`src/rtl/core/periodic_report_scheduler_macros.svh`:
```
// ----------------------------------------------------------------------------
// Assertion macros for the periodic report scheduler
// Concurrent assertion wrappers that can be compiled out with ASSERT_OFF.
// ----------------------------------------------------------------------------
`ifndef PERIODIC_REPORT_SCHEDULER_MACROS_SVH
`define PERIODIC_REPORT_SCHEDULER_MACROS_SVH
`ifndef ASSERT_OFF
// Property must hold at every clock edge outside reset.
`define PRS_ASSERT(lbl, clk, rst_n, prop) \
	lbl: assert property (@(posedge clk) disable iff (!rst_n) prop) \
		else $error("periodic_report_scheduler assertion failed");
// Expression must never be true outside reset.
`define PRS_ASSERT_NEVER(lbl, clk, rst_n, expr) \
	lbl: assert property (@(posedge clk) disable iff (!rst_n) !(expr)) \
		else $error("periodic_report_scheduler forbidden condition");
`else
`define PRS_ASSERT(lbl, clk, rst_n, prop)
`define PRS_ASSERT_NEVER(lbl, clk, rst_n, expr)
`endif
`endif

```
`src/rtl/core/prs_pkg.sv`:
```
// ----------------------------------------------------------------------------
// Periodic report scheduler package
// Shared constants, controller states and controller/datapath interface types.
// ----------------------------------------------------------------------------
package prs_pkg;

	// Period limits and unit conversion.
	localparam logic [15:0] MIN_PERIOD_MS = 16'd100;
	localparam logic [15:0] MAX_PERIOD_MS = 16'd60000;
	localparam logic [9:0]  US_PER_MS     = 10'd1000;
	localparam int unsigned PERIOD_US_W   = 26;
	localparam int unsigned TIME_W        = 64;
	localparam int unsigned SID_W         = 32;
	localparam int unsigned ACK_W         = 16;

	// Result kind codes.
	localparam logic KIND_ACK    = 1'b0;
	localparam logic KIND_REPORT = 1'b1;

	// Input command codes.
	localparam logic CMD_TICK    = 1'b0;
	localparam logic CMD_REQUEST = 1'b1;

	// Controller states.
	typedef enum logic [2:0] {
		ST_IDLE,
		ST_R_SCAN,
		ST_R_ACK,
		ST_R_RPT,
		ST_T_CHECK,
		ST_T_DIV,
		ST_T_SCAN,
		ST_T_EMIT
	} state_t;

	// Which result the datapath loads into the output register.
	typedef enum logic [1:0] {
		EMIT_ACK,
		EMIT_REQ_RPT,
		EMIT_TICK_RPT
	} emit_sel_t;

	// Commands from the controller to the datapath.
	typedef struct packed {
		logic      latch_in;
		logic      idx_clr;
		logic      idx_inc;
		logic      req_step;
		logic      req_commit;
		logic      req_remove;
		logic      due_clr;
		logic      div_start;
		logic      tick_update;
		logic      min_clr;
		logic      min_step;
		logic      emit;
		emit_sel_t emit_sel;
	} cmd_t;

	// Status from the datapath to the controller.
	typedef struct packed {
		logic idx_last;
		logic zero;
		logic found;
		logic due_now;
		logic div_done;
		logic due_none;
		logic due_one;
		logic out_free;
	} status_t;

endpackage

```
`src/rtl/core/prs_div.sv`:
```
// ----------------------------------------------------------------------------
// Remainder unit
// Restoring bit-serial division giving a 64-bit dividend modulo a 26-bit divisor.
// ----------------------------------------------------------------------------
module prs_div
	import prs_pkg::*;
(
	input  logic                   clk,
	input  logic                   arst_n,
	input  logic                   start,
	input  logic [TIME_W-1:0]      dividend,
	input  logic [PERIOD_US_W-1:0] divisor,
	output logic                   busy,
	output logic                   done,
	output logic [PERIOD_US_W-1:0] rem
);

	localparam int unsigned CNT_W = $clog2(TIME_W + 1);

	logic [TIME_W-1:0]      dvd_q;
	logic [PERIOD_US_W-1:0] div_q;
	logic [PERIOD_US_W-1:0] rem_q;
	logic [CNT_W-1:0]       cnt_q;
	logic                   busy_q;
	logic                   done_q;
	logic [PERIOD_US_W:0]   trial;
	logic [PERIOD_US_W:0]   diff;

	// One quotient bit per cycle: shift in the next dividend bit and subtract if it fits.
	always_comb begin
		trial = {rem_q, dvd_q[TIME_W-1]};
		diff  = trial - {1'b0, div_q};
	end

	// Control of the iteration count.
	always_ff @(posedge clk or negedge arst_n) begin
		if (!arst_n) begin
			busy_q <= 1'b0;
			done_q <= 1'b0;
			cnt_q  <= '0;
		end else begin
			done_q <= 1'b0;
			if (start) begin
				busy_q <= 1'b1;
				cnt_q  <= CNT_W'(TIME_W);
			end else if (busy_q) begin
				cnt_q <= cnt_q - CNT_W'(1);
				if (cnt_q == CNT_W'(1)) begin
					busy_q <= 1'b0;
					done_q <= 1'b1;
				end
			end
		end
	end

	// Partial remainder and dividend shift register.
	always_ff @(posedge clk) begin
		if (start) begin
			dvd_q <= dividend;
			div_q <= divisor;
			rem_q <= '0;
		end else if (busy_q) begin
			dvd_q <= {dvd_q[TIME_W-2:0], 1'b0};
			if (!diff[PERIOD_US_W]) begin
				rem_q <= diff[PERIOD_US_W-1:0];
			end else begin
				rem_q <= trial[PERIOD_US_W-1:0];
			end
		end
	end

	assign busy = busy_q;
	assign done = done_q;
	assign rem  = rem_q;

endmodule

```
`src/rtl/core/prs_dp.sv`:
```
// ----------------------------------------------------------------------------
// Periodic report scheduler datapath
// Subscription table, request search, due check, alignment and output register.
// ----------------------------------------------------------------------------
`include "periodic_report_scheduler_macros.svh"
module prs_dp
	import prs_pkg::*;
#(
	parameter int unsigned MAX_SESSIONS = 8
) (
	input  logic                 clk,
	input  logic                 arst_n,
	input  cmd_t                 cmd,
	output status_t              status,
	input  logic [SID_W-1:0]     in_session_id,
	input  logic [SID_W-1:0]     in_period_ms,
	input  logic [TIME_W-1:0]    in_now_us,
	input  logic                 out_ready,
	output logic                 out_valid,
	output logic                 out_kind,
	output logic [SID_W-1:0]     out_session_id,
	output logic [ACK_W-1:0]     out_ack_period_ms,
	output logic                 out_last
);

	localparam int unsigned IW = (MAX_SESSIONS > 1) ? $clog2(MAX_SESSIONS) : 1;
	localparam int unsigned CW = $clog2(MAX_SESSIONS + 1);

	// Latched input item.
	logic [SID_W-1:0]  sid_q;
	logic [ACK_W-1:0]  per_q;
	logic              zero_q;
	logic [TIME_W-1:0] now_q;

	// Subscription table.
	logic                   valid_q   [MAX_SESSIONS];
	logic [SID_W-1:0]       sess_q    [MAX_SESSIONS];
	logic [PERIOD_US_W-1:0] per_us_q  [MAX_SESSIONS];
	logic [TIME_W-1:0]      last_us_q [MAX_SESSIONS];
	logic                   due_q     [MAX_SESSIONS];
	logic [CW-1:0]          due_cnt_q;

	// Walk index and search results.
	logic [IW-1:0]    idx_q;
	logic             hit_q;
	logic [IW-1:0]    hit_idx_q;
	logic             free_q;
	logic [IW-1:0]    free_idx_q;
	logic             min_found_q;
	logic [IW-1:0]    min_idx_q;
	logic [SID_W-1:0] min_sid_q;

	// Output register.
	logic             out_valid_q;
	logic             out_kind_q;
	logic [SID_W-1:0] out_sid_q;
	logic [ACK_W-1:0] out_ack_q;
	logic             out_last_q;

	logic [TIME_W-1:0]      dt;
	logic                   due_now;
	logic [IW-1:0]          slot;
	logic [PERIOD_US_W-1:0] commit_per_us;
	logic                   div_busy;
	logic                   div_done;
	logic [PERIOD_US_W-1:0] div_rem;
	logic                   out_free;
	logic                   found;
	logic [ACK_W-1:0]       clamp;

	// Elapsed time of the entry under the walk index.
	always_comb begin
		dt      = now_q - last_us_q[idx_q];
		due_now = valid_q[idx_q] && (dt >= {{(TIME_W-PERIOD_US_W){1'b0}}, per_us_q[idx_q]});
	end

	// Requested period clamped to the allowed range.
	always_comb begin
		priority if (in_period_ms < {16'd0, MIN_PERIOD_MS}) begin
			clamp = MIN_PERIOD_MS;
		end else if (in_period_ms > {16'd0, MAX_PERIOD_MS}) begin
			clamp = MAX_PERIOD_MS;
		end else begin
			clamp = in_period_ms[ACK_W-1:0];
		end
	end

	assign found         = hit_q || free_q;
	assign slot          = hit_q ? hit_idx_q : free_idx_q;
	assign commit_per_us = PERIOD_US_W'({10'd0, per_q} * {16'd0, US_PER_MS});
	assign out_free      = !out_valid_q || out_ready;

	// Remainder of the elapsed time over the period.
	prs_div u_div (
		.clk      (clk),
		.arst_n   (arst_n),
		.start    (cmd.div_start),
		.dividend (dt),
		.divisor  (per_us_q[idx_q]),
		.busy     (div_busy),
		.done     (div_done),
		.rem      (div_rem)
	);

	// Input latch.
	always_ff @(posedge clk) begin
		if (cmd.latch_in) begin
			sid_q  <= in_session_id;
			per_q  <= clamp;
			zero_q <= (in_period_ms == '0);
			now_q  <= in_now_us;
		end
	end

	// Walk index.
	always_ff @(posedge clk or negedge arst_n) begin
		if (!arst_n) begin
			idx_q <= '0;
		end else if (cmd.idx_clr) begin
			idx_q <= '0;
		end else if (cmd.idx_inc) begin
			idx_q <= idx_q + IW'(1);
		end
	end

	// Request search for a matching session and the lowest free slot.
	always_ff @(posedge clk or negedge arst_n) begin
		if (!arst_n) begin
			hit_q  <= 1'b0;
			free_q <= 1'b0;
		end else if (cmd.latch_in) begin
			hit_q  <= 1'b0;
			free_q <= 1'b0;
		end else if (cmd.req_step) begin
			if (valid_q[idx_q] && (sess_q[idx_q] == sid_q)) begin
				hit_q <= 1'b1;
			end
			if (!valid_q[idx_q] && !free_q) begin
				free_q <= 1'b1;
			end
		end
	end

	always_ff @(posedge clk) begin
		if (cmd.req_step) begin
			if (valid_q[idx_q] && (sess_q[idx_q] == sid_q)) begin
				hit_idx_q <= idx_q;
			end
			if (!valid_q[idx_q] && !free_q) begin
				free_idx_q <= idx_q;
			end
		end
	end

	// Valid and due flags with the count of pending reports.
	always_ff @(posedge clk or negedge arst_n) begin
		if (!arst_n) begin
			for (int i = 0; i < MAX_SESSIONS; i++) begin
				valid_q[i] <= 1'b0;
				due_q[i]   <= 1'b0;
			end
			due_cnt_q <= '0;
		end else begin
			if (cmd.req_commit) begin
				valid_q[slot] <= 1'b1;
			end
			if (cmd.req_remove && hit_q) begin
				valid_q[hit_idx_q] <= 1'b0;
			end
			if (cmd.due_clr) begin
				for (int i = 0; i < MAX_SESSIONS; i++) begin
					due_q[i] <= 1'b0;
				end
				due_cnt_q <= '0;
			end else if (cmd.tick_update) begin
				due_q[idx_q] <= 1'b1;
				due_cnt_q    <= due_cnt_q + CW'(1);
			end else if (cmd.emit && (cmd.emit_sel == EMIT_TICK_RPT)) begin
				due_q[min_idx_q] <= 1'b0;
				due_cnt_q        <= due_cnt_q - CW'(1);
			end
		end
	end

	// Entry payload: written on commit, last-update time aligned on a due tick.
	always_ff @(posedge clk) begin
		if (cmd.req_commit) begin
			sess_q[slot]    <= sid_q;
			per_us_q[slot]  <= commit_per_us;
			last_us_q[slot] <= now_q;
		end else if (cmd.tick_update) begin
			last_us_q[idx_q] <= now_q - {{(TIME_W-PERIOD_US_W){1'b0}}, div_rem};
		end
	end

	// Search for the lowest session id among the pending reports.
	always_ff @(posedge clk or negedge arst_n) begin
		if (!arst_n) begin
			min_found_q <= 1'b0;
		end else if (cmd.min_clr) begin
			min_found_q <= 1'b0;
		end else if (cmd.min_step && due_q[idx_q]) begin
			min_found_q <= 1'b1;
		end
	end

	always_ff @(posedge clk) begin
		if (cmd.min_step && due_q[idx_q] && (!min_found_q || (sess_q[idx_q] < min_sid_q))) begin
			min_idx_q <= idx_q;
			min_sid_q <= sess_q[idx_q];
		end
	end

	// Output register, refilled when empty or when its transfer completes.
	always_ff @(posedge clk or negedge arst_n) begin
		if (!arst_n) begin
			out_valid_q <= 1'b0;
		end else if (cmd.emit) begin
			out_valid_q <= 1'b1;
		end else if (out_ready) begin
			out_valid_q <= 1'b0;
		end
	end

	always_ff @(posedge clk) begin
		if (cmd.emit) begin
			unique case (cmd.emit_sel)
				EMIT_ACK: begin
					out_kind_q <= KIND_ACK;
					out_sid_q  <= sid_q;
					out_ack_q  <= (zero_q || !found) ? '0 : per_q;
					out_last_q <= zero_q || !found;
				end
				EMIT_REQ_RPT: begin
					out_kind_q <= KIND_REPORT;
					out_sid_q  <= sid_q;
					out_ack_q  <= '0;
					out_last_q <= 1'b1;
				end
				EMIT_TICK_RPT: begin
					out_kind_q <= KIND_REPORT;
					out_sid_q  <= min_sid_q;
					out_ack_q  <= '0;
					out_last_q <= (due_cnt_q == CW'(1));
				end
				default: begin
					out_kind_q <= KIND_ACK;
					out_sid_q  <= sid_q;
					out_ack_q  <= '0;
					out_last_q <= 1'b1;
				end
			endcase
		end
	end

	// Status toward the controller.
	always_comb begin
		status.idx_last = (idx_q == IW'(MAX_SESSIONS - 1));
		status.zero     = zero_q;
		status.found    = found;
		status.due_now  = due_now;
		status.div_done = div_done;
		status.due_none = (due_cnt_q == '0);
		status.due_one  = (due_cnt_q == CW'(1));
		status.out_free = out_free;
	end

	assign out_valid         = out_valid_q;
	assign out_kind          = out_kind_q;
	assign out_session_id    = out_sid_q;
	assign out_ack_period_ms = out_ack_q;
	assign out_last          = out_last_q;

	// The remainder unit is started only when idle.
	`PRS_ASSERT(a_div_start_idle, clk, arst_n, cmd.div_start |-> !div_busy)
	// A result is loaded only into a free output register.
	`PRS_ASSERT(a_emit_free, clk, arst_n, cmd.emit |-> out_free)
	// A tick report is emitted only after a pending entry was found.
	`PRS_ASSERT_NEVER(a_tick_rpt_found, clk, arst_n,
		cmd.emit && (cmd.emit_sel == EMIT_TICK_RPT) && (!min_found_q || status.due_none))
	// An entry is committed only to a slot the search turned up.
	`PRS_ASSERT(a_commit_found, clk, arst_n, cmd.req_commit |-> found)

endmodule

```
`src/rtl/core/prs_ctrl.sv`:
```
// ----------------------------------------------------------------------------
// Periodic report scheduler controller
// Sequences request search, tick walk, remainder runs and result emission.
// ----------------------------------------------------------------------------
module prs_ctrl
	import prs_pkg::*;
(
	input  logic    clk,
	input  logic    arst_n,
	input  logic    in_valid,
	input  logic    in_command,
	output logic    in_ready,
	input  status_t status,
	output cmd_t    cmd
);

	state_t state_q;
	state_t state_d;

	// State register.
	always_ff @(posedge clk or negedge arst_n) begin
		if (!arst_n) begin
			state_q <= ST_IDLE;
		end else begin
			state_q <= state_d;
		end
	end

	// Next state.
	always_comb begin
		state_d = state_q;
		unique case (state_q)
			ST_IDLE: begin
				if (in_valid) begin
					state_d = (in_command == CMD_REQUEST) ? ST_R_SCAN : ST_T_CHECK;
				end
			end
			ST_R_SCAN: begin
				if (status.idx_last) begin
					state_d = ST_R_ACK;
				end
			end
			ST_R_ACK: begin
				if (status.out_free) begin
					state_d = (!status.zero && status.found) ? ST_R_RPT : ST_IDLE;
				end
			end
			ST_R_RPT: begin
				if (status.out_free) begin
					state_d = ST_IDLE;
				end
			end
			ST_T_CHECK: begin
				if (status.due_now) begin
					state_d = ST_T_DIV;
				end else if (status.idx_last) begin
					state_d = status.due_none ? ST_IDLE : ST_T_SCAN;
				end
			end
			ST_T_DIV: begin
				if (status.div_done) begin
					state_d = status.idx_last ? ST_T_SCAN : ST_T_CHECK;
				end
			end
			ST_T_SCAN: begin
				if (status.idx_last) begin
					state_d = ST_T_EMIT;
				end
			end
			ST_T_EMIT: begin
				if (status.out_free) begin
					state_d = status.due_one ? ST_IDLE : ST_T_SCAN;
				end
			end
			default: state_d = ST_IDLE;
		endcase
	end

	// Datapath commands.
	always_comb begin
		cmd      = '0;
		in_ready = 1'b0;
		unique case (state_q)
			ST_IDLE: begin
				in_ready = 1'b1;
				if (in_valid) begin
					cmd.latch_in = 1'b1;
					cmd.idx_clr  = 1'b1;
					cmd.due_clr  = 1'b1;
				end
			end
			ST_R_SCAN: begin
				cmd.req_step = 1'b1;
				cmd.idx_inc  = !status.idx_last;
			end
			ST_R_ACK: begin
				cmd.emit_sel = EMIT_ACK;
				if (status.out_free) begin
					cmd.emit       = 1'b1;
					cmd.req_remove = status.zero;
					cmd.req_commit = !status.zero && status.found;
				end
			end
			ST_R_RPT: begin
				cmd.emit_sel = EMIT_REQ_RPT;
				cmd.emit     = status.out_free;
			end
			ST_T_CHECK: begin
				if (status.due_now) begin
					cmd.div_start = 1'b1;
				end else if (status.idx_last) begin
					cmd.idx_clr = 1'b1;
					cmd.min_clr = 1'b1;
				end else begin
					cmd.idx_inc = 1'b1;
				end
			end
			ST_T_DIV: begin
				if (status.div_done) begin
					cmd.tick_update = 1'b1;
					cmd.idx_clr     = status.idx_last;
					cmd.min_clr     = status.idx_last;
					cmd.idx_inc     = !status.idx_last;
				end
			end
			ST_T_SCAN: begin
				cmd.min_step = 1'b1;
				cmd.idx_inc  = !status.idx_last;
			end
			ST_T_EMIT: begin
				cmd.emit_sel = EMIT_TICK_RPT;
				if (status.out_free) begin
					cmd.emit    = 1'b1;
					cmd.idx_clr = 1'b1;
					cmd.min_clr = 1'b1;
				end
			end
			default: begin
				cmd = '0;
			end
		endcase
	end

endmodule

```
`src/rtl/core/periodic_report_scheduler.sv`:
```
// ----------------------------------------------------------------------------
// Periodic report scheduler
// Table of periodic report subscriptions keyed by session id.
// ----------------------------------------------------------------------------
// Usage: the slave channel takes one item per transfer. s_tuser is the command
// (0 = time tick, 1 = subscribe request); s_tdata carries session id, period
// in ms and the current time in us. The master channel returns results: m_tuser
// is the kind (0 = ack, 1 = report), m_tlast marks the final result of an item.
// A request first searches the whole table, then returns its ack and, when
// stored, a report. A tick walks the table, one entry a cycle, and each due
// entry holds the walk while the bit-serial remainder unit runs; reports then
// go out in ascending session id, each after a minimum search over the table.
// One item is processed at a time; s_tready is high only between items.
// Reset empties the table at once. When the receiver stalls, the result waits
// in the output register and processing pauses until it is taken.
// ----------------------------------------------------------------------------
module periodic_report_scheduler
	import prs_pkg::*;
#(
	parameter int unsigned MAX_SESSIONS = 8
) (
	input  logic         clk,
	input  logic         arst_n,
	input  logic         s_tvalid,
	output logic         s_tready,
	input  logic [127:0] s_tdata,   // session_id[31:0], period_ms[63:32], now_us[127:64]
	input  logic         s_tuser,   // command
	output logic         m_tvalid,
	input  logic         m_tready,
	output logic [47:0]  m_tdata,   // session_id_out[31:0], ack_period_ms[47:32]
	output logic         m_tuser,   // kind
	output logic         m_tlast
);

	cmd_t             cmd;
	status_t          status;
	logic [SID_W-1:0] out_sid;
	logic [ACK_W-1:0] out_ack;

	// Sequencer.
	prs_ctrl u_ctrl (
		.clk        (clk),
		.arst_n     (arst_n),
		.in_valid   (s_tvalid),
		.in_command (s_tuser),
		.in_ready   (s_tready),
		.status     (status),
		.cmd        (cmd)
	);

	// Table and arithmetic.
	prs_dp #(
		.MAX_SESSIONS (MAX_SESSIONS)
	) u_dp (
		.clk               (clk),
		.arst_n            (arst_n),
		.cmd               (cmd),
		.status            (status),
		.in_session_id     (s_tdata[31:0]),
		.in_period_ms      (s_tdata[63:32]),
		.in_now_us         (s_tdata[127:64]),
		.out_ready         (m_tready),
		.out_valid         (m_tvalid),
		.out_kind          (m_tuser),
		.out_session_id    (out_sid),
		.out_ack_period_ms (out_ack),
		.out_last          (m_tlast)
	);

	assign m_tdata = {out_ack, out_sid};

endmodule
```
`config.mk`:
```
export PLATFORM = sky130hd
export DESIGN_NAME = periodic_report_scheduler
export DESIGN_NICKNAME = d
export VERILOG_FILES = /design/src/rtl/core/prs_pkg.sv /design/src/rtl/core/prs_div.sv /design/src/rtl/core/prs_dp.sv /design/src/rtl/core/prs_ctrl.sv /design/src/rtl/core/periodic_report_scheduler.sv
export VERILOG_INCLUDE_DIRS = /design/src /design/src/rtl/core
export SDC_FILE = /design/constraint.sdc
export NUM_CORES = 2
export LEC_CHECK = 0
export BUFFER_PORTS_ARGS = -buffer_cell sky130_fd_sc_hd__buf_2
export CAP_MARGIN = 15
export CORE_MARGIN = 2
export CORE_UTILIZATION = 40
export CTS_CLUSTER_SIZE = 28
export DETAILED_ROUTE_END_ITERATION = 16
export SLEW_MARGIN = 10
export SYNTH_ARGS = -nofsm -noshare
export SYNTH_HDL_FRONTEND = slang
export SYNTH_SLANG_ARGS = --single-unit
```
`constraint.sdc`:
```
create_clock -name clk -period 8.2 [get_ports clk]
set_input_delay 0 -clock clk [delete_from_list [all_inputs] [get_ports clk]]
set_output_delay 0 -clock clk [all_outputs]
set_load 0.03 [all_outputs]
```
==> metrics.txt <==
status finished clean; async set-reset flop share out of synthesis 0.0298; hold crit path type in -> reg; CTS tree yes; layout cells sized above 1 0.146; final layout net count 5,411; count leader, synth edfxtp_1; clock-pin slew on the worst setup and hold paths roughly 60 ps; VDD IR max 316 µV; total number of vias approximately 40,000; DP HPWL 111,000 µm; Avg WL per Cell 24.2 µm; drt via density 5.64; Synth Register Bits 1,308; Syn Inst Count 4,556; period utilisation layout 0.958; Root Driver clkbuf_16; Synth area leader edfxtp_1; Unique masters post-synth 97; Post-Synthesis Cell Area 61,300 µm²; Synthesized Nets 4,974; Starting Density 0.403; # IOs 185; number of synthesized flops with an enable pin 1,243; Slew headroom 0.220; CTS Buf Count 143; row count between 100 and 150; Crit Path Max Fanout 38; width of the chip 395 µm; largest net degree at the start of global routing between 100 and 150; P_leak 25.5 nW; number of port buffers 184; Post-DRT Antenna Nets 0; Synth top area share 0.609; max-cap viol count 0; die height 395 µm; CTS H-tree lvls 4; Post-CTS Setup Inserts 0; # setup viols final 0; CTS sink cnt 1,308; synth cell count leaders 1,243 x edfxtp_1, 347 x nand2_1, 298 x nor2_1, 281 x a21oi_1, 228 x ha_1; top post-synthesis cells by area edfxtp_1 61%, ha_1 4.7%, mux2_2 3.4%, mux2i_1 2.6%, a21oi_1 2.3%; Routed WL 172,000 µm; Crit path required time 8840 ps; Area growth syn-to-layout 17.4%; Placer Congestion 0.926; Max clock buf depth 3; CORE AREA approximately 150,000 µm²; vias in the first global route 39,500; RSZ-0062 raised after global routing no; Synth Flop Type edfxtp_1; number of DRC markers in iteration 0 4,491; first-pass GRT wire length 256,000 µm; antenna cell count 0; gr usage total 0.218; fmax 0.127 GHz; GR Overflow Total 0; DR pass1 iterations 6; DP Worst Slack ~160 ps; Yosys warnings 0; Worst Skew 73.2 ps; number of remaining DRC errors 0; Tightest Pin Transition ~1200 ps; signal arrival time at the worst endpoint 8490 ps; max-slew violations 0; Hold Vio Cnt, Final 0; crit path capture type register; initial antenna violation count 6; post-layout min period 7850 ps; worst-skew pair later-pin latency around 830 ps; Layout Utilization 0.473; Setup TNS 0 ps; CP Launch Type register; post-route setup slack 347 ps; synthesized area per cell ~13 µm²; die area 156,000 µm²; kind of critical path reg -> reg; Pwr Density 362 nW/µm²; Seq/Total Area, Yosys 0.634
## logic make-up after synthesis
group           Yosys count  synth area share
compound gates         1041             0.113
flops                  1308             0.634
buf+inv                 380            0.0240
mux                     348            0.0614
fa+ha+maj               285            0.0652
xor+xnor                190            0.0272
simple gates           1004            0.0755
## report_power, final
| group | leakage (nW) | internal, W | switching (W) | total [W] |
|---|---|---|---|---|
| clock network | 2.25 | 0.00351 | 0.00283 | 0.00635 |
| logic | 11.4 | 0.00395 | 0.00717 | 0.0111 |
| registers | 11.9 | 0.00816 | 0.000411 | 0.00857 |
## layout by cell type (no fill, tap or decap), types with 23 or more instances in the layout
| cell type | instances |
|---|---|
| edfxtp_1 | 1243 |
| nor4_1 | 33 |
| buf_4 | 68 |
| inv_1 | 168 |
| nand2b_1 | 32 |
| nor2_1 | 276 |
| clkbuf_1 | 23 |
| a211oi_1 | 44 |
| nand3_1 | 37 |
| clkinv_1 | 29 |
| and2_1 | 23 |
| dfxtp_1 | 26 |
| xnor2_1 | 104 |
| a22o_1 | 32 |
| and3_1 | 25 |
| o21ai_0 | 186 |
| nand2_1 | 346 |
| dlygate4sd3_1 | 237 |
| fa_1 | 57 |
| xor2_1 | 85 |
| clkbuf_16 | 143 |
| nand4_1 | 36 |
| o22ai_1 | 39 |
| clkinv_2 | 27 |
| a22oi_1 | 105 |
| mux2i_1 | 160 |
| a31oi_1 | 26 |
| a21oi_1 | 280 |
| buf_2 | 184 |
| nor3_1 | 72 |
| a221oi_1 | 59 |
| ha_1 | 228 |
| a21o_1 | 48 |
| mux2_2 | 183 |
| dfrtp_1 | 35 |
## worst max-delay path, stage by stage (launching register included)
cell and delay (ps):
dfrtp_4 800, buf_4 640, buf_4 410, mux2i_1 210
o21ai_0 80, a21oi_1 500, ha_1 330, nand2_1 150
or3_1 410, a2111oi_2 710, nor3_1 240, o41ai_1 460
xor2_1 170, a311oi_1 560, nand4_1 180, nor4_2 350
a21oi_2 200, a2111oi_4 510, mux2i_1 150, nor3b_2 520
## cell type report
class                           count  area, µm²
Sequential cell                  1308      38800
Multi-Input combinational cell   2868      21200
Fill cell                       13400      80200
Clock inverter                     94       1000
Timing Repair Buffer              501       4030
Inverter                          171        643
Clock buffer                      167       3680
Tap cell                         2030       2540
## per-layer routing
layer	share of wire	wire (µm)	up-vias	GRT usage
li1	-	-	18200	-
met2	0.46	80000	1480	0.346
met3	0.068	11700	243	0.0330
met1	0.44	76500	20300	0.309
met4	0.025	4300	0	0.0625
met5	0	0	-	0
## what timing repair did
action                                  CTS  global route
hold endpoints to repair                156             0
endpoints found under the setup margin    0             2
hold buffers                            238             0
resized for setup                         0             2
## flip-flops by register name, summed over array words and instances (netlist names), 4 cells and up
name                    count
u_dp.last_us_q            512
u_dp.per_q                 16
u_dp.min_sid_q             32
u_dp.u_div.div_q           23
u_dp.now_q                 64
u_dp.valid_q                8
u_dp.u_div.cnt_q            7
u_dp.out_session_id        32
u_dp.due_cnt_q              4
u_dp.sess_q               256
u_dp.per_us_q             184
u_dp.due_q                  8
u_dp.out_ack_period_ms     16
u_dp.u_div.dvd_q           64
u_dp.sid_q                 32
u_dp.u_div.rem             26
## worst paths after layout
check,start,to,slack (ps),cells after the start
max,u_dp.idx_q[2],u_dp.idx_q[2],350,19
max in group asynchronous,arst_n,u_dp.u_div.busy,7670,4
min,s_tdata[39],u_dp.per_q[7],80,3
min in group asynchronous,arst_n,u_dp.idx_q[2],260,4
min reg2reg,u_dp.valid_q[0],u_dp.valid_q[0],500,1
max reg2reg,u_dp.idx_q[2],u_dp.idx_q[2],350,19
## per-stage QoR
step           hold WS [ps]  area (µm²)  instances  power (W)
3_3_place_gp            176       64800       6636     0.0194
2_1_floorplan          -296       61300       4556     0.0164
3_5_place_dp            178       64800       6638     0.0195
6_report               78.2       71900       7139     0.0260
4_1_cts                16.3       71900       7137     0.0260
5_1_grt                84.3       71900       7139     0.0274
(Power assumes the default switching activity.)
